### src/trsw_pkg.sv
// Shared types, constants and helpers for the transmit/receive switch sequencer.
package trsw_pkg;

  localparam int DELAY_BITS = 8;
  localparam int STEP_BITS = 8;
  localparam int CFG_INDEX_BITS = 1;
  localparam int CFG_DATA_BITS = 8;
  localparam int WIDE_BITS = 16;

  localparam logic [CFG_INDEX_BITS-1:0] CFG_MODE_SELECT = 1'd0;
  localparam logic [CFG_INDEX_BITS-1:0] CFG_STEP_DELAY = 1'd1;

  localparam int LV_S1 = 0;
  localparam int LV_S2 = 1;
  localparam int LV_S3 = 2;
  localparam int LV_PLUS = 3;

  localparam logic [WIDE_BITS-1:0] DELAY_CAP = WIDE_BITS'((1 << DELAY_BITS) - 1);

  typedef enum logic [13:0] {
    PH_IDLE    = 14'b00000000000001,
    PH_B_ON1   = 14'b00000000000010,
    PH_B_ON2   = 14'b00000000000100,
    PH_B_ON3   = 14'b00000000001000,
    PH_B_HOLD  = 14'b00000000010000,
    PH_B_OFF2  = 14'b00000000100000,
    PH_B_OFF1  = 14'b00000001000000,
    PH_L_ON1   = 14'b00000010000000,
    PH_L_ON2   = 14'b00000100000000,
    PH_L_ON3   = 14'b00001000000000,
    PH_L_HOLD  = 14'b00010000000000,
    PH_L_OFF2  = 14'b00100000000000,
    PH_L_OFF1  = 14'b01000000000000,
    PH_L_OFFP  = 14'b10000000000000
  } phase_t;

  typedef struct packed {
    logic                 mode_select;
    logic [STEP_BITS-1:0] step_delay;
  } cfg_t;

  typedef struct packed {
    logic stage_one;
    logic stage_two;
    logic stage_three;
    logic plus_line;
    logic sequencing;
  } result_t;

  function automatic logic [DELAY_BITS-1:0] load_value(input logic [STEP_BITS-1:0] step);
    logic [WIDE_BITS-1:0] d;
    d = WIDE_BITS'(step);
    if (d == '0) begin
      d = WIDE_BITS'(1);
    end
    if (d > DELAY_CAP) begin
      d = DELAY_CAP;
    end
    return d[DELAY_BITS-1:0];
  endfunction

endpackage

### src/trsw_cfg.sv
// Configuration registers for mode and step delay.
module trsw_cfg import trsw_pkg::*; (
  input  logic                      clk,
  input  logic                      rst,
  input  logic                      cfg_valid,
  output logic                      cfg_ready,
  input  logic [CFG_INDEX_BITS-1:0] cfg_index,
  input  logic [CFG_DATA_BITS-1:0]  cfg_data,
  output cfg_t                      cfg
);

  logic                 mode_select;
  logic [STEP_BITS-1:0] step_delay;

  assign cfg_ready = 1'b1;

  always_ff @(posedge clk) begin
    if (rst) begin
      mode_select <= 1'b1;
      step_delay <= STEP_BITS'(15);
    end else if (cfg_valid && cfg_ready) begin
      case (cfg_index)
        CFG_MODE_SELECT: mode_select <= cfg_data[0];
        CFG_STEP_DELAY:  step_delay <= cfg_data[STEP_BITS-1:0];
        default: ;
      endcase
    end
  end

  assign cfg.mode_select = mode_select;
  assign cfg.step_delay = step_delay;

endmodule

### src/trsw_core.sv
// Sequencer state registers and the per-tick next-state logic.
module trsw_core import trsw_pkg::*; (
  input  logic    clk,
  input  logic    rst,
  input  logic    accept,
  input  logic    ptt_active,
  input  cfg_t    cfg,
  output result_t result
);

  phase_t                phase;
  phase_t                phase_next;
  logic [DELAY_BITS-1:0] wait_count;
  logic [DELAY_BITS-1:0] wait_count_next;
  logic [3:0]            levels;
  logic [3:0]            levels_next;
  logic                  counting;
  logic                  expired;
  logic [DELAY_BITS-1:0] load;

  assign load = load_value(cfg.step_delay);
  assign counting = (phase != PH_IDLE) && (phase != PH_B_HOLD) && (phase != PH_L_HOLD);

  always_comb begin
    phase_next = phase;
    wait_count_next = wait_count;
    levels_next = levels;
    expired = 1'b0;
    if (counting) begin
      if (wait_count <= DELAY_BITS'(1)) begin
        expired = 1'b1;
      end else begin
        wait_count_next = wait_count - DELAY_BITS'(1);
      end
    end
    case (phase)
      PH_IDLE: begin
        if (ptt_active) begin
          wait_count_next = load;
          if (cfg.mode_select) begin
            phase_next = PH_B_ON1;
          end else begin
            levels_next[LV_PLUS] = 1'b0;
            phase_next = PH_L_ON1;
          end
        end
      end
      PH_B_ON1, PH_L_ON1: begin
        if (expired) begin
          levels_next[LV_S1] = 1'b1;
          phase_next = (phase == PH_B_ON1) ? PH_B_ON2 : PH_L_ON2;
          wait_count_next = load;
        end
      end
      PH_B_ON2, PH_L_ON2: begin
        if (expired) begin
          levels_next[LV_S2] = 1'b1;
          phase_next = (phase == PH_B_ON2) ? PH_B_ON3 : PH_L_ON3;
          wait_count_next = load;
        end
      end
      PH_B_ON3: begin
        if (expired) begin
          levels_next[LV_S3] = 1'b1;
          levels_next[LV_PLUS] = 1'b1;
          phase_next = PH_B_HOLD;
          wait_count_next = '0;
        end
      end
      PH_L_ON3: begin
        if (expired) begin
          levels_next[LV_S3] = 1'b1;
          phase_next = PH_L_HOLD;
          wait_count_next = '0;
        end
      end
      PH_B_HOLD: begin
        if (!ptt_active) begin
          levels_next[LV_S3] = 1'b0;
          levels_next[LV_PLUS] = 1'b0;
          phase_next = PH_B_OFF2;
          wait_count_next = load;
        end
      end
      PH_L_HOLD: begin
        if (!ptt_active) begin
          levels_next[LV_S3] = 1'b0;
          phase_next = PH_L_OFF2;
          wait_count_next = load;
        end
      end
      PH_B_OFF2, PH_L_OFF2: begin
        if (expired) begin
          levels_next[LV_S2] = 1'b0;
          phase_next = (phase == PH_B_OFF2) ? PH_B_OFF1 : PH_L_OFF1;
          wait_count_next = load;
        end
      end
      PH_B_OFF1: begin
        if (expired) begin
          levels_next[LV_S1] = 1'b0;
          phase_next = PH_IDLE;
          wait_count_next = '0;
        end
      end
      PH_L_OFF1: begin
        if (expired) begin
          levels_next[LV_S1] = 1'b0;
          phase_next = PH_L_OFFP;
          wait_count_next = load;
        end
      end
      PH_L_OFFP: begin
        if (expired) begin
          levels_next[LV_PLUS] = 1'b1;
          phase_next = PH_IDLE;
          wait_count_next = '0;
        end
      end
      default: begin
        phase_next = PH_IDLE;
        wait_count_next = '0;
      end
    endcase
  end

  always_ff @(posedge clk) begin
    if (rst) begin
      phase <= PH_IDLE;
      wait_count <= '0;
      levels <= '0;
    end else if (accept) begin
      phase <= phase_next;
      wait_count <= wait_count_next;
      levels <= levels_next;
    end
  end

  assign result.stage_one = levels_next[LV_S1];
  assign result.stage_two = levels_next[LV_S2];
  assign result.stage_three = levels_next[LV_S3];
  assign result.plus_line = levels_next[LV_PLUS];
  assign result.sequencing = (phase_next != PH_IDLE) && (phase_next != PH_B_HOLD) &&
                             (phase_next != PH_L_HOLD);

endmodule

### src/tx_rx_switch_sequencer_core.sv
// Top level of the push-to-talk transmit/receive switch sequencer.
//
//   channel | signals                         | direction
//   --------+---------------------------------+----------
//   in      | in_valid, in_stall, ptt_active  | tick in
//   out     | out_valid, out_stall, stage_*,  | levels out
//           | plus_line, sequencing           |
//   cfg     | cfg_valid, cfg_ready, cfg_index,| register write
//           | cfg_data                        |
//
// The state update happens at the input transfer and the result lands in the output
// register on the same edge, so one tick per cycle is sustained while the output is not stalled.
// A tick is taken whenever the output register is empty or is being drained.
// Reset clears the phase, counter and levels and loads mode 1 and step delay 15.
// A stall on the output holds the result and stalls the input only while it is full.
module tx_rx_switch_sequencer_core import trsw_pkg::*; (
  input  logic                      clk,
  input  logic                      rst,
  input  logic                      in_valid,
  output logic                      in_stall,
  input  logic                      ptt_active,
  output logic                      out_valid,
  input  logic                      out_stall,
  output logic                      stage_one,
  output logic                      stage_two,
  output logic                      stage_three,
  output logic                      plus_line,
  output logic                      sequencing,
  input  logic                      cfg_valid,
  output logic                      cfg_ready,
  input  logic [CFG_INDEX_BITS-1:0] cfg_index,
  input  logic [CFG_DATA_BITS-1:0]  cfg_data
);

  cfg_t    cfg;
  result_t result;
  result_t out_reg;
  logic    accept;

  trsw_cfg u_cfg (
    .clk       (clk),
    .rst       (rst),
    .cfg_valid (cfg_valid),
    .cfg_ready (cfg_ready),
    .cfg_index (cfg_index),
    .cfg_data  (cfg_data),
    .cfg       (cfg)
  );

  trsw_core u_core (
    .clk        (clk),
    .rst        (rst),
    .accept     (accept),
    .ptt_active (ptt_active),
    .cfg        (cfg),
    .result     (result)
  );

  assign in_stall = out_valid && out_stall;
  assign accept = in_valid && !in_stall;

  always_ff @(posedge clk) begin
    if (rst) begin
      out_valid <= 1'b0;
    end else if (accept) begin
      out_valid <= 1'b1;
    end else if (!out_stall) begin
      out_valid <= 1'b0;
    end
  end

  always_ff @(posedge clk) begin
    if (accept) begin
      out_reg <= result;
    end
  end

  assign stage_one = out_reg.stage_one;
  assign stage_two = out_reg.stage_two;
  assign stage_three = out_reg.stage_three;
  assign plus_line = out_reg.plus_line;
  assign sequencing = out_reg.sequencing;

  a_accept_fills: assert property (@(posedge clk) disable iff (rst)
    accept |=> out_valid)
    else $error("accepted tick did not reach the output register");

  a_stall_only_when_full: assert property (@(posedge clk) disable iff (rst)
    in_stall |-> out_valid)
    else $error("input stalled with an empty output register");

  a_stage_order: assert property (@(posedge clk) disable iff (rst)
    out_valid |-> ((!stage_three || stage_two) && (!stage_two || stage_one)))
    else $error("stage levels out of order");

  a_settled_levels: assert property (@(posedge clk) disable iff (rst)
    (out_valid && !sequencing) |-> ((stage_one == stage_two) && (stage_two == stage_three)))
    else $error("stages not all equal outside a sequence");

endmodule

### config.mk
export PLATFORM = sky130hd
export DESIGN_NAME = tx_rx_switch_sequencer_core
export DESIGN_NICKNAME = d
export VERILOG_FILES = /design/src/trsw_pkg.sv /design/src/trsw_cfg.sv /design/src/trsw_core.sv /design/src/tx_rx_switch_sequencer_core.sv
export SDC_FILE = /design/constraint.sdc
export NUM_CORES = 1
export LEC_CHECK = 0
export BUFFER_PORTS_ARGS = -buffer_cell sky130_fd_sc_hd__buf_2
export CAP_MARGIN = 20
export CORE_AREA = 2 2 102 104
export CTS_CLUSTER_DIAMETER = 100
export DETAILED_ROUTE_END_ITERATION = 10
export DIE_AREA = 0 0 104 106
export GPL_ROUTABILITY_DRIVEN = 0
export HOLD_SLACK_MARGIN = 0.02
export PLACE_DENSITY = 0.49
export SLEW_MARGIN = 20
export SYNTH_ARGS = -nofsm -noshare
export SYNTH_HDL_FRONTEND = slang
export SYNTH_SLANG_ARGS = --single-unit
### constraint.sdc
create_clock -name clk -period 2.8 [get_ports clk]
set_clock_uncertainty 0.1 [all_clocks]
set_input_delay 0.56 -clock clk [delete_from_list [all_inputs] [get_ports clk]]
set_output_delay 0.56 -clock clk [all_outputs]
set_load 0.02 [all_outputs]
==> reports/qor.yml <==
grt:
  use_met3_pct: 2.33
  grt_start_max_net_pins: 22
  grtUsageTotal_pct: 15.1
  grt_antenna_before_repair: 0
  top_usage_layer: "met2"
  met2_usage_pct: 25.4
  overflow: 0
  grt_pass1_vias: 2564
  grt_pass1_wl_um: 13600
  use_met1_pct: 20.5
floorplanning:
  start_util_pct: 28.0
  die_h_um: 106
  dieArea_um2: 11000
  fp.coreArea_um2: 10000
  die_w_um: 104
  io_pins: 23
  num_rows: 37
clock_network:
  cts_root_buf: "clkbuf_8"
  cts.clk_slew.worst_paths_ns: 0.09
  ctsLongestPathBuffers: 2
  cts-buffers-inserted: 5
  cts_sinks: 41
  htree_levels: 2
  cts_tree: "done"
  clk_latency_ns: 0.30
setup_path:
  timing.rr.end: "sequencing"
  critical_path_peak_fanout: 6
  slowest_delay_ns: 0.59
  path_cells: "or3_4 > nor4_1 > nand3_1 > buf_4 > o31ai_1 > nor4_2"
  crit_required_ns: 2.74
  crit_type: "reg2reg"
  cp.arrival_ns: 2.63
  r2r_slack_ns: 0.11
  worstSetupStartpointType: "register"
  timing.rr.start: "u_core.wait_count[5]"
  slowest_stage: "nor4_1"
  end_kind: "register"
  r2r_cells: 6
cells_and_area:
  diodes: 0
  utilization_pct: 32.1
  nFillCells: 1112
  final_cell_mix: "nand2_1, dfxtp_1, buf_4"
  ff_latch_area_um2: 871
  syn2layout_area_growth_pct: 14.6
  drive_above_1_share_pct: 24.4
  final_common_cell: "nand2_1"
  final_cells: 505
  multiInputGateArea_um2: 1700
  final_area_um2: 3210
  final_nets: 385
route:
  vias: 2711
  drt_wl_total_um: 8090
  first_iter_violations: 157
  avgViaCountPerCell: 5.37
  wl_per_cell_um: 16.0
  drt_pre_antenna_iters: 5
  post-route-drc-count: 0
  drtAntennaViolNets: 0
flow_run:
  cap_violations: 0
min_path:
  hold_depth: 2
  holdCritStartpoint: "cfg_data[0]"
  hold_end: "u_cfg.mode_select"
  hold_class: "in2reg"
power:
  power_mw: 1.52
  peakVddDrop_mv: 0.222
  cellPowerDensity_nw_per_um2: 473
  p_leak_nw: 1.24
sta:
  relSlewSlack_pct: 56.4
  hold_ws_ns: 0.389
  slew_viol_final: 0
  post-route-min-period_ns: 2.69
  worst_slew_pin_slew_ns: 0.648
  period_share_pct: 96.1
  setup_viol: 0
  fmax_mhz: 372
  hold_viol: 0
place:
  dpl.hpwl_um: 5970
  placed_area_um2: 3030
  portBuffers: 21
  dp.cells: 489
logic_synthesis:
  synthesis.nets: 353
  synth_seq_cells: 41
  netlist_area_um2: 2800
  ys_types: 66
  synth_edf_count: 5
  avgSynthCellArea_um2: 8.34
  synth_cells: 336
  synth-seq-area-share_pct: 31.1
  yosysWarnings: 0
  ys.flop_type: "dfxtp_1"
  synthArstFlopShare_pct: 0
outcome:
  outcome: "finished clean"
area by class of cell:
cell class | count | area share [%]
inverter | 8 | 0.935
clock buffer | 6 | 2.26
clock inverter | 2 | 1.09
multi-input combinational | 261 | 53.0
sequential | 41 | 27.1
timing repair buffer | 51 | 10.3
tap | 136 | 5.30
power breakdown:
part           leakage [nW]  total (mW)  switching [mW]  internal, mW
sequential            0.344       0.655          0.0311         0.624
clock                0.0552       0.483           0.218         0.265
combinational         0.838       0.380           0.227         0.152
total                  1.24        1.52           0.477          1.04
how the worst max path moves through the flow:
stage                                     from                   end  slack, ns
after global placement         u_core.phase[2]  u_core.wait_count[6]       0.01
after global routing          u_core.phase[12]  u_core.wait_count[7]      -0.02
after floorplan                u_core.phase[8]            sequencing       0.41
after CTS                      u_core.phase[2]  u_core.wait_count[6]      -0.01
final                     u_core.wait_count[5]            sequencing       0.11
after detailed placement       u_core.phase[2]  u_core.wait_count[6]       0.01
routing by layer:
metal / up-vias / share of wire, %
met5: - / 0
met4: 0 / 1.2
met3: 15 / 5.7
met2: 114 / 47
met1: 1268 / 46
li1: 1314 / -
flip-flops by register name, indices dropped and copies added (netlist names):
register,flops
out_valid,1
plus_line,1
sequencing,1
stage_one,1
stage_three,1
stage_two,1
u_cfg.mode_select,1
u_cfg.step_delay,8
u_core.levels,4
u_core.phase,14
u_core.wait_count,8
kinds of logic (layout without fill, tap and decap cells):
kind of cell | Yosys count | count (layout) | share of synthesized area (%)
and+or+nand+nor | 165 | 165 | 35.6
AOI/OAI and AO/OA | 84 | 84 | 20.9
DFF | 41 | 41 | 31.1
adders and majority gates | 2 | 2 | 0.893
buffers and inverters | 34 | 67 | 8.57
other | 1 | 1 | 0.134
xor gates and xnor gates | 9 | 9 | 2.81
critical path, delay by kind of cell, from the launching register on:
family	cells	cell delay (ns)
DFF	1	0.34
AOI/OAI and AO/OA	1	0.45
and+or+nand+nor	4	1.32
buffers and inverters	1	0.22
through the flow:
stage | setup slack (ns) | TNS, ns
after floorplan | 0.415 | 0
after global placement | 0.0146 | 0
after detailed placement | 0.0148 | 0
after CTS | -0.00957 | -0.00957
after global routing | -0.0214 | -0.0214
final | 0.110 | 0
timing repair:
| action | in CTS | in global routing |
|---|---|---|
| gates resized for setup | 0 | 2 |
| endpoints found under the hold margin | 0 | 0 |
| hold buffers | 0 | 0 |
| pin swaps | 0 | 2 |
| setup buffers | 0 | 8 |
| endpoints found under the setup margin | 1 | 11 |
cell usage after synthesis (3+ instances only):
cell type	number	share of area [%]
a211o_1	5	1.6
a21o_1	4	1.1
a21oi_1	25	4.5
a221oi_2	5	2.7
and3_1	5	1.1
buf_4	3	0.80
buf_6	12	4.8
clkbuf_1	8	1.1
dfxtp_1	36	26
edfxtp_1	5	5.4
inv_1	7	0.94
nand2_1	38	5.1
nand2b_1	4	0.89
nand3_1	16	2.9
nand4_1	11	2.5
nor2_1	29	3.9
nor2b_1	3	0.67
nor3_1	13	2.3
nor3_2	3	1.1
nor4_1	8	1.8
nor4_4	4	3.0
nor4b_1	5	1.6
o21a_1	3	0.80
o21ai_0	13	2.3
o21ai_1	4	0.71
o31ai_1	5	1.3
or4_4	5	2.0
xnor2_1	4	1.3
xor2_1	5	1.6
Note: power is estimated with default switching activity, not from simulation.
